**src/design/rmq_pkg.sv**
```systemverilog
// Shared types, constants and helpers for the rotation-matrix-to-quaternion block.
// No dependencies.
package rmq_pkg;

  localparam int DATA_W        = 16;  // width of every matrix element and component
  localparam int FRAC_BITS_DEF = 14;  // default fraction bits (Q2.14)
  localparam int QUO_W         = 17;  // quotient bits kept ahead of saturation
  localparam int LANES         = 3;   // divided components per item

  typedef enum logic [1:0] {
    SEL_TRACE = 2'd0,
    SEL_X     = 2'd1,
    SEL_Y     = 2'd2,
    SEL_Z     = 2'd3
  } sel_t;

  // Saturate a sign-magnitude quotient to a signed 16-bit component.
  function automatic logic [DATA_W-1:0] sat_quo(input logic [QUO_W-1:0] q,
                                                input logic ovf, input logic neg);
    logic [QUO_W-1:0] qn;
    qn = -q;
    if (!neg) begin
      if (ovf || q > QUO_W'(32767)) sat_quo = 16'h7fff;
      else sat_quo = q[DATA_W-1:0];
    end else begin
      if (ovf || q > QUO_W'(32768)) sat_quo = 16'h8000;
      else sat_quo = qn[DATA_W-1:0];
    end
  endfunction

endpackage

```
**src/design/rmq_div_cell.sv**
```systemverilog
// One cell of the divider chain: one quotient bit per lane per cycle while en is high.
// Depends on rmq_pkg.
module rmq_div_cell import rmq_pkg::*; #(
  parameter int DW = 17,
  parameter int SW = 1
) (
  input  logic                        clk,
  input  logic                        rst_n,
  input  logic                        en,
  input  logic                        vld_i,
  input  logic [DW-1:0]               dvs_i,
  input  logic [LANES-1:0][DW-1:0]    rem_i,
  input  logic [LANES-1:0][QUO_W-1:0] lo_i,
  input  logic [SW-1:0]               side_i,
  output logic                        vld_o,
  output logic [DW-1:0]               dvs_o,
  output logic [LANES-1:0][DW-1:0]    rem_o,
  output logic [LANES-1:0][QUO_W-1:0] lo_o,
  output logic [SW-1:0]               side_o
);

  logic                        vld_r;
  logic [DW-1:0]               dvs_r;
  logic [LANES-1:0][DW-1:0]    rem_r, rem_nxt;
  logic [LANES-1:0][QUO_W-1:0] lo_r, lo_nxt;
  logic [SW-1:0]               side_r;

  always_comb begin
    for (int l = 0; l < LANES; l++) begin
      logic [DW:0] rem_t, diff;
      logic        take;
      rem_t = {rem_i[l], lo_i[l][QUO_W-1]};
      diff  = rem_t - {1'b0, dvs_i};
      take  = (rem_t >= {1'b0, dvs_i});
      rem_nxt[l] = take ? diff[DW-1:0] : rem_t[DW-1:0];
      lo_nxt[l]  = {lo_i[l][QUO_W-2:0], take};
    end
  end

  always_ff @(posedge clk) begin
    if (!rst_n) begin
      vld_r <= 1'b0;
    end else if (en) begin
      vld_r <= vld_i;
    end
  end

  always_ff @(posedge clk) begin
    if (en) begin
      dvs_r  <= dvs_i;
      rem_r  <= rem_nxt;
      lo_r   <= lo_nxt;
      side_r <= side_i;
    end
  end

  assign vld_o  = vld_r;
  assign dvs_o  = dvs_r;
  assign rem_o  = rem_r;
  assign lo_o   = lo_r;
  assign side_o = side_r;

endmodule

```
**config.mk**
```make
export PLATFORM = sky130hd
export DESIGN_NAME = rmq_div_cell
export DESIGN_NICKNAME = d
export VERILOG_FILES = /design/src/design/rmq_pkg.sv /design/src/design/rmq_div_cell.sv
export SDC_FILE = /design/constraint.sdc
export NUM_CORES = 1
export LEC_CHECK = 0
export ABC_AREA = 1
export BUFFER_PORTS_ARGS = -buffer_cell sky130_fd_sc_hd__buf_2
export CAP_MARGIN = 20
export CORE_ASPECT_RATIO = 0.9
export CORE_MARGIN = 2
export CORE_UTILIZATION = 45
export DETAILED_ROUTE_END_ITERATION = 7
export MAX_ROUTING_LAYER = met4
export PLACE_DENSITY = 0.71
export SETUP_SLACK_MARGIN = 0.4
export SYNTH_ARGS = -nofsm -noshare
export SYNTH_HDL_FRONTEND = slang
export SYNTH_SLANG_ARGS = --single-unit
```
**constraint.sdc**
```tcl
create_clock -name clk -period 3.5 [get_ports clk]
set_input_delay 0.875 -clock clk [delete_from_list [all_inputs] [get_ports clk]]
set_output_delay 0.875 -clock clk [all_outputs]
set_load 0.005 [all_outputs]
```
After elaboration in Yosys (flattened, before gate mapping):

Cells that the tools add are included.

* $add $sub $neg: 3
* order comparisons: 3
* mux-type cells: 3

Operator list (count)
* 18-bit by 17-bit greater-or-equal comparator with 1-bit output: 3
* 17-bit two-way mux: 3
* 17-bit subtractor: 3

* register bits after elaboration: 121
* bits of input ports: 124
* output and inout bits: 121

Depth between registers and ports, before layout:

* depth in word-level cells: 2
* depth in mapped cells: 15

Least setup slack after synthesis:

Ideal clock, no wire load.

* path kind: input to register
* start point: input lo_i[33] (netlist name)
* end point: register rem_r, in the netlist rem_o[20] (data pin)
* data arrival time: 2.321 ns
* path slack: 0.926 ns
* cell stages on the path: 15
* buffers on the path: 1
* cell sequence: inv_1 ha_1 inv_1 fa_1 nand2_1 nand2_1 nand3b_1 nand2_2 nand2_2 nand2_2 nand2_4 nand2_8 buf_8 nand2_1 nand2_1

RTL lines
* start, declared: RTL line rmq_div_cell.sv:13 `input logic [LANES-1:0][QUO_W-1:0] lo_i,`
* end signal, assigned: RTL line rmq_div_cell.sv:51 `rem_r <= rem_nxt;`
* end, declared: RTL line rmq_div_cell.sv:24 `logic [LANES-1:0][DW-1:0] rem_r, rem_nxt;`

==> key figures <==
Outcome
  • Outcome: complete, no violations

Routing
  • Via count: 7094
  • Starting DRT DRC Count: 528
  • WL final: 22000 um
  • # DRC: 0
  • Pre-antenna DRT Iters: 5
  • WL per Instance: 14.8 um
  • Vias/cell: 4.79
  • Antenna viol nets, final: 0

Layout
  • Commonest non-fill, non-tap cell in the layout: nand2_1
  • Fin area: 9960 sq um
  • NumNets Final: 1411
  • Area Growth Syn to Fin: 26.4%
  • Cell Count, Final, Fillers Out: 1482
  • Share of cells above drive strength 1: 0.260
  • Commonest cells after routing, fill and taps aside: nand2_1 (384), buf_2 (243), inv_1 (169)
  • Fill cells: 1582

Setup path
  • Worst path required time: 3670 ps
  • Slowest cell on the critical path: nor3_4
  • Critical path type: in2reg
  • CP bufs+invs: 3
  • Slowest stage delay, CP: 430 ps
  • Cell family with most CP delay: simple AND/OR/NAND/NOR gates
  • CP arrival: 2770 ps
  • Crit path cell chain: buf_2 > inv_1 > ha_1 > nand2_1 > nand2_1 > inv_1 > a21oi_2 > nor3_4 > nand2_4 > nand2_1 > nand2_1
  • Critical path peak fanout: 18
  • Crit start category: input port
  • CP most frequent cell: nand2_1
  • Worst Setup End Kind: flop

Logic synthesis
  • Count of state elements after synthesis: 121
  • Post-Synth XOR/XNOR Area: 0.0234
  • Synthesized area: 7880 sq um
  • Library cells used by synthesis: 35
  • Compound-gate portion of the synthesized area: 0.0221
  • Post-Synth Simple-Gate Area: 0.313
  • Post-synth EDFFs: 120
  • Post-synthesis adder-cell area fraction: 0.0886
  • Asr flop ratio synth: 0
  • Mux share of post-synthesis cell area: 0
  • Top cell type by total area after synthesis: edfxtp_1
  • Primary FF master, synth: edfxtp_1
  • Synth Area per Inst: 8.09 sq um
  • Mapped Nets: 1152
  • Synth area leaders: edfxtp_1 (46%), nand2_1 (18%), ha_1 (8.1%)
  • Seq/Total Area, Yosys: 0.460
  • Largest family of logic cells by synthesized area: simple AND/OR/NAND/NOR gates
  • Share of the synthesized area in the top cell type: 0.458
  • Synth Instances: 974
  • Yosys warnings: 0

Die
  • Core area: 17000 sq um
  • Die height: 130 um
  • Die width: 143 um
  • I/O pin total: 245
  • # rows: 45
  • DIE AREA: 18600 sq um
  • Starting Density: 0.463

Placement
  • DP Wirelength: 17400 um
  • Inst Count DP: 1449
  • Placed Area: 9360 sq um
  • Gpl congestion: 0.934
  • Buffers on Ports: 244
  • Worst slack at placement: 493 ps

STA
  • Slew margin rel.: 0.669
  • Final TNS setup: 0 ps
  • Hold Vio Cnt, Final: 0
  • RSZ-0062 raised after global routing: false
  • Setup violations, final: 0
  • Max Clock Freq: 385 MHz
  • Final WS setup: 900 ps
  • Tmin final: 2600 ps
  • Slew @ Worst Pin: 496 ps
  • Fin. max-slew vios: 0
  • Skew final: 0 ps
  • Final critical-path share of the clock period: 0.743

Global route
  • Pin count of the biggest net entering global routing: 86
  • Vias in the first global route: 6456
  • Total gr overflow: 0
  • Initial antenna violation count: 1
  • GRT Total Usage: 0.240
  • First-pass GRT wire length: 32700 um

Clock network
  • TritonCTS clock tree: yes
  • Clock Path Buffers: 2
  • Clk_lat worst skew: 410 ps
  • Worst-path clk slew: 60 ps
  • # clock sinks: 121
  • Postcts setup bufs: 0
  • Cts bufs inserted: 17
  • Post-CTS Hold Fix Bufs: 0
  • CTS Root Cell: clkbuf_16
  • # H-tree levels: 4
  • Post-CTS Resized: 0

Pwr
  • Power Total: 4.62 mW
  • PD cells: 464 nW/um^2
  • Static leakage: 5.38 nW
  • Largest vdd supply drop: 288 uV

Run
  • Number of max-cap violations: 0

Min path
  • Hold Path Class: reg2reg
[worst min-delay path: stages, from the launching register on]
cell and delay (ps):
dfxtp_1 300, o21ai_0 150, a21oi_1 40
[metrics by stage]
step	utilization	hold WS [ps]
after floorplan	-	525
after global placement	0.551	523
after detailed placement	0.551	535
after CTS	0.585	549
after global routing	0.586	561
final	0.586	543
[cell usage after synthesis (all sizes together), types with 3 or more instances]
cell type and n:
a21oi 29, and2 4, buf 10, edfxtp 120
fa 3, ha 51, inv 172, nand2 407
nand3 91, nand4 7, nor2 41, nor3 6
xor2 19
[kinds of logic after synthesis]
logic type	after synthesis
compound gates	32
xor+xnor	21
fa+ha+maj	54
buf+inv	182
flops	121
simple gates	564
[worst paths after layout]
path,to,cells after the start,from,slack [ps]
min,vld_o$_SDFFE_PN0P_,2,vld_o$_SDFFE_PN0P_,540
max,rem_o[39]$_DFFE_PP_,11,dvs_i[13],900
min reg2reg,vld_o$_SDFFE_PN0P_,2,vld_o$_SDFFE_PN0P_,540
max reg2reg,vld_o$_SDFFE_PN0P_,2,vld_o$_SDFFE_PN0P_,2860
[metal layers]
layer  share of wire  routed length [um]  GRT usage
met1            0.42                9110      0.284
met4           0.031                 672     0.0986
met5               0                   0          -
met2            0.48               10600      0.401
met3           0.070                1540     0.0473
[flip-flops by register name, indices dropped and copies added (netlist names)]
register  cells
lo_o         51
side_o        1
vld_o         1
dvs_o        17
rem_o        51
[final cells by class]
type,instances,area [sq um],share of cell area
Antenna cell,1,2.50,0.000251
Inverter,172,646,0.0648
Clock inverter,15,165,0.0166
Clock buffer,17,425,0.0427
Sequential cell,121,3620,0.364
Tap cell,235,294,0.0295
Multi-Input combinational cell,671,3520,0.353
Timing Repair Buffer,250,1280,0.129
[power by group]
| part | internal [mW] | leakage (nW) | switching (mW) |
|---|---|---|---|
| clock | 1.06 | 0.279 | 0.683 |
| sequential | 1.79 | 1.18 | 0.0384 |
| combinational | 0.405 | 3.92 | 0.642 |
No activity file was read; power rests on OpenSTA's default activity.
