$ cat src/design/rmq_pkg.sv
// Shared types, constants and helpers for the rotation-matrix-to-quaternion block.
// No dependencies.
package rmq_pkg;

  localparam int DATA_W        = 16;  // width of every matrix element and component
  localparam int FRAC_BITS_DEF = 14;  // default fraction bits (Q2.14)
  localparam int QUO_W         = 17;  // quotient bits kept ahead of saturation
  localparam int LANES         = 3;   // divided components per item

  typedef enum logic [1:0] {
    SEL_TRACE = 2'd0,
    SEL_X     = 2'd1,
    SEL_Y     = 2'd2,
    SEL_Z     = 2'd3
  } sel_t;

  // Saturate a sign-magnitude quotient to a signed 16-bit component.
  function automatic logic [DATA_W-1:0] sat_quo(input logic [QUO_W-1:0] q,
                                                input logic ovf, input logic neg);
    logic [QUO_W-1:0] qn;
    qn = -q;
    if (!neg) begin
      if (ovf || q > QUO_W'(32767)) sat_quo = 16'h7fff;
      else sat_quo = q[DATA_W-1:0];
    end else begin
      if (ovf || q > QUO_W'(32768)) sat_quo = 16'h8000;
      else sat_quo = qn[DATA_W-1:0];
    end
  endfunction

endpackage

$ cat src/design/rmq_sqrt_cell.sv
// One cell of the square-root chain: settles one root bit per cycle while en is high.
// Depends on rmq_pkg.
module rmq_sqrt_cell import rmq_pkg::*; #(
  parameter int QW = 16,
  parameter int SW = 1
) (
  input  logic            clk,
  input  logic            rst_n,
  input  logic            en,
  input  logic            vld_i,
  input  logic [QW+1:0]   rem_i,
  input  logic [QW-1:0]   root_i,
  input  logic [2*QW-1:0] rad_i,
  input  logic [SW-1:0]   side_i,
  output logic            vld_o,
  output logic [QW+1:0]   rem_o,
  output logic [QW-1:0]   root_o,
  output logic [2*QW-1:0] rad_o,
  output logic [SW-1:0]   side_o
);

  logic [QW+1:0] rem_t, trial;
  logic          take;
  logic          vld_r;
  logic [QW+1:0]   rem_r, rem_nxt;
  logic [QW-1:0]   root_r, root_nxt;
  logic [2*QW-1:0] rad_r;
  logic [SW-1:0]   side_r;

  always_comb begin
    rem_t = {rem_i[QW-1:0], rad_i[2*QW-1 -: 2]};
    trial = {root_i, 2'b01};
    take  = (rem_t >= trial);
    rem_nxt  = take ? (rem_t - trial) : rem_t;
    root_nxt = {root_i[QW-2:0], take};
  end

  always_ff @(posedge clk) begin
    if (!rst_n) begin
      vld_r <= 1'b0;
    end else if (en) begin
      vld_r <= vld_i;
    end
  end

  always_ff @(posedge clk) begin
    if (en) begin
      rem_r  <= rem_nxt;
      root_r <= root_nxt;
      rad_r  <= rad_i << 2;
      side_r <= side_i;
    end
  end

  assign vld_o  = vld_r;
  assign rem_o  = rem_r;
  assign root_o = root_r;
  assign rad_o  = rad_r;
  assign side_o = side_r;

endmodule

$ cat config.mk
export PLATFORM = sky130hd
export DESIGN_NAME = rmq_sqrt_cell
export DESIGN_NICKNAME = d
export VERILOG_FILES = /design/src/design/rmq_pkg.sv /design/src/design/rmq_sqrt_cell.sv
export SDC_FILE = /design/constraint.sdc
export NUM_CORES = 1
export LEC_CHECK = 0
export BUFFER_PORTS_ARGS = -buffer_cell sky130_fd_sc_hd__buf_2
export CELL_PAD_IN_SITES_DETAIL_PLACEMENT = 1
export CELL_PAD_IN_SITES_GLOBAL_PLACEMENT = 2
export CORE_MARGIN = 4
export CORE_UTILIZATION = 34
export CTS_BUF_LIST = sky130_fd_sc_hd__clkbuf_8
export DETAILED_ROUTE_END_ITERATION = 6
export PLACE_DENSITY_LB_ADDON = 0.1
export SYNTH_ARGS = -nofsm -noshare
export SYNTH_HDL_FRONTEND = slang
export SYNTH_SLANG_ARGS = --single-unit
$ cat constraint.sdc
create_clock -name clk -period 6.4 [get_ports clk]
set_clock_uncertainty 0.1 [all_clocks]
set_input_delay 0.32 -clock clk [delete_from_list [all_inputs] [get_ports clk]]
set_output_delay 0.32 -clock clk [all_outputs]
set_load 0.005 [all_outputs]
After elaboration in Yosys (flattened, before gate mapping)
Cells that the tools add are included.
{"block": "totals", "latch_bits": 0, "memories": 0, "input_bits": 71, "ramBits": 0, "romBits": 0, "register_bits": 66, "out_inout_bits": 68}
{"block": "op_classes", "eq_ne": 0, "n_bitwise": 0, "n_mul": 0, "order_cmp": 1, "muxes": 1, "div": 0, "n_shift": 0, "addsub": 1, "reduce_logical": 0}
{"cell": "18-bit >= comparator", "count": 1}
{"cell": "18-bit 2-to-1 mux", "count": 1}
{"cell": "18-bit subtractor", "count": 1}

Longest topological paths before layout
{"block": "depth", "word_depth": 2, "depth_mapped": 10}

Worst setup path after synthesis
Ideal clock, no wire load.
{"block": "synth_path", "path_type": "input to register", "startpoint": "input port root_i[1]", "endpoint": "register rem_r[10], in the netlist rem_o[10], data pin", "t_required_ns": 6.040, "cell_stages": 9, "slack_ns": 3.967, "t_arrival_ns": 2.073, "setup_time_ns": 0.260, "path_cell_list": "inv_1 -> ha_1 -> o211ai_1 -> a21oi_2 -> o21ai_2 -> a21oi_4 -> a31oi_4 -> buf_6 -> mux2_4"}
{"block": "synth_via", "elab_chain_cells": 2, "word_cells_on_any_way": 3, "cone_classes": "1 x add/sub; 1 x order compare; 1 x mux"}
{"element": "from (decl)", "line_no": "rmq_sqrt_cell.sv:12", "rtl": "input logic [QW-1:0] root_i,"}
{"element": "18-bit subtractor / 18-bit >= comparator (equally long branches)", "line_no": "rmq_sqrt_cell.sv:34, rmq_sqrt_cell.sv:33"}
{"element": "18-bit 2-to-1 mux (*)", "line_no": "rmq_sqrt_cell.sv:34", "rtl": "rem_nxt = take ? (rem_t - trial) : rem_t;"}
{"element": "net rem_nxt[10]", "line_no": "rmq_sqrt_cell.sv:25", "rtl": "logic [QW+1:0] rem_r, rem_nxt;"}
{"element": "to (signal assigned)", "line_no": "rmq_sqrt_cell.sv:48", "rtl": "rem_r <= rem_nxt;"}
{"element": "to (decl)", "line_no": "rmq_sqrt_cell.sv:25"}
Mark *: on every way through the listed nets, which the timed path passes. The rest lies on a longest branch.
A chain may end at the register's enable or synchronous reset.

Worst setup path in the final report
{"block": "layout_path", "startpoint": "input port rem_i[12]", "endpoint": "register rem_r[8], in the netlist rem_o[8], data pin"}
{"block": "layout_via", "elab_chain_cells": 2}
{"element": "from (decl)", "line_no": "rmq_sqrt_cell.sv:11", "rtl": "input logic [QW+1:0] rem_i,"}
{"element": "18-bit >= comparator", "line_no": "rmq_sqrt_cell.sv:33", "rtl": "take = (rem_t >= trial);"}
{"element": "18-bit 2-to-1 mux", "line_no": "rmq_sqrt_cell.sv:34"}
{"element": "net rem_nxt[8]", "line_no": "rmq_sqrt_cell.sv:25"}
The timed path passes the listed nets, and every way through them passes these cells.

==> impl_results.md <==
* Fillers at 1053
* Initial antenna violation count at 0
* Synthesized area at 3290 um2
* Clock latency on the worst-skew pair at 0.33 ns
* Vias/cell at 4.77
* # resized after CTS at 0
* TritonCTS clock tree: done
* EDFF count, synth at 65
* Area delta synth->final at 30.4%
* Layer with the highest usage: met2
* Final ANT Viol Nets at 0
* Worst setup EP type: register
* Vias at 2460
* Unique masters post-synth at 47
* Setup TNS at 0 ns
* Place WS at 3.34 ns
* CP startpoint kind: primary input
* Antenna diode count at 0
* Status: finished clean
* Top-Level Pins at 139
* Largest stage delay on the critical path at 0.67 ns
* Crit-path max FO at 18
* Worst setup path class: in -> reg
* Syn avg cell area at 13.7 um2
* Post-DR wirelength/cell at 15.8 um
* Fin crit period at 2.68 ns
* Fin crit share at 0.418
* CTS sink count at 66
* Arrival @ worst endpoint at 2.67 ns
* DP Wirelength at 6230 um
* MaxCap Viol Count at 0
* GRT met3 Usage at 0.0389
* Core area at 9330 um2
* Top-area cell type share of the netlist area at 0.593
* Fraction of layout cells with a size suffix above 1 at 0.465
* Synth Register Bits at 66
* Drt drc at 0
* Top-count cell post-synth: edfxtp_1
* DIE AREA at 11300 um2
* Hold crit path type: in -> reg
* Yosys warnings at 0
* Synth cell count leaders: edfxtp_1 (65), inv_1 (23), ha_1 (18)
* Gr usage total at 0.142
* Root Driver: clkbuf_8
* Slew margin rel. at 0.451
* Unrepaired setup endpoints after global routing: false
* Synth Instances at 240
* Post-CTS Setup Bufs at 0
* Leakage power at 0.00191 uW
* Final Slew Violations at 0
* 1st-pass router iterations at 5
* GPL Wtd Cong at 0.730
* Peak supply drop at 92.3 uV
* Final setup vio count at 0
* Worst EP required at 6.39 ns
* FMAX at 374 MHz
* Highest-delay cell along the critical path: a31oi_4
* Final #Nets at 471
* Met1 usage at 0.182
* Initial core utilization at 0.353
* Vias in the first global route at 2526
* H-tree depth at 3
* First-pass GRT wire length at 12700 um
* # port buffers at 134
* Die W at 106 um
* Grt met2 use at 0.228
* Die Span Y at 106 um
* Total CTS buffers at 9
* Register area share after synthesis at 0.599
* Post-synth ARST share at 0
* Final wirelength at 8150 um
* Pwr/cell area at 260 nW/um2
* Clock transition at the registers of the reported paths at 0.08 ns
* Largest net degree at the start of global routing at 42
* Top_reg_cell synth: edfxtp_1
* Final Hold Viols at 0
* Worst setup margin at 3.72 ns
* Gr ovfl total at 0
* 1st-iter DRT viols at 107
* FP Rows at 35
* Least-Margin Pin Slew at 0.823 ns
* CTS max path bufs at 2
* Crit-path cells: buf_2, ha_1, nand3_2, nor3_2, a221oi_2, o21ai_4, a31oi_4, mux2_2
* Cts-stage hold buffer count at 0
* Synth area leaders: edfxtp_1 (59%), ha_1 (6.8%), mux2_4 (3.2%), mux2_2 (3.1%), inv_1 (2.6%)
* Cell taking the most area after synthesis: edfxtp_1
==> area by class of cell <==
type,count,area (um2),area share
clock buffers,9,124,0.0289
clock inverters,7,75.1,0.0175
inverters,23,86.3,0.0201
multi-input cells,147,1200,0.279
flip-flops and latches,66,1970,0.459
well taps,129,161,0.0376
repair buffers,135,678,0.158
==> cells in the final DEF, fill, tap and decap left out, drive strengths merged, types with 4 or more instances in the layout <==
master | netlist | layout
edfxtp | 65 | 65
mux2 | 16 | 16
xnor2 | 7 | 7
inv | 23 | 26
o21ai | 11 | 11
nor2 | 13 | 13
clkbuf | 0 | 9
nand3 | 5 | 5
xor2 | 6 | 6
buf | 5 | 135
ha | 18 | 18
a21oi | 17 | 17
nand2 | 10 | 10
a31oi | 4 | 4
nor3 | 6 | 6
==> logic make-up after synthesis <==
group | after synthesis | synth area share
adders and majority gates | 18 | 0.0684
other | 1 | 0.00114
and+or+nand+nor | 45 | 0.0733
xor gates and xnor gates | 13 | 0.0346
muxes | 18 | 0.0688
buffers and inverters | 28 | 0.0391
DFF | 66 | 0.599
AOI/OAI and AO/OA | 51 | 0.116
==> worst max-delay path, delay by kind of cell <==
kind | cells | cell delay (ns)
compound gates | 3 | 1.13
fa+ha+maj | 1 | 0.44
mux | 1 | 0.41
simple gates | 2 | 0.24
buf+inv | 1 | 0.11
==> where the power goes <==
group / switching [uW] / internal, uW / leakage, uW
sequential: 9.01 / 524 / 0.000644
combinational: 116 / 107 / 0.00116
clock: 177 / 183 / 0.000104
total: 302 / 815 / 0.00191
==> final timing paths <==
check / cells after the start / to / start / slack (ns)
worst min register to register: 2 / vld_o / vld_o / 0.42
worst min-delay path: 1 / rad_o[29] / rad_i[27] / 0.05
worst max register to register: 2 / vld_o / vld_o / 5.72
worst max-delay path: 8 / rem_o[8] / rem_i[12] / 3.72
==> stage by stage <==
step	std cells	total power, uW	utilization	area, um2	hold slack (ns)
6_report	516	1120	0.460	4290	0.0481
5_1_grt	516	1180	0.460	4290	0.0254
4_1_cts	516	1140	0.460	4290	0.0243
3_5_place_dp	500	770	0.439	4090	0.398
3_3_place_gp	500	764	0.439	4090	0.394
2_1_floorplan	241	674	-	3300	0.319
==> per-layer routing <==
layer	vias up	wire length (um)
met1	1165	3700
met2	105	3660
met3	13	668
li1	1177	-
met4	0	124
met5	-	0
==> state kept, by name, indices dropped and copies added (netlist names) <==
register and flops:
side_o 1, rad_o 30, vld_o 1, root_o 16, rem_o 18
Power figures use the tool's default switching activity.
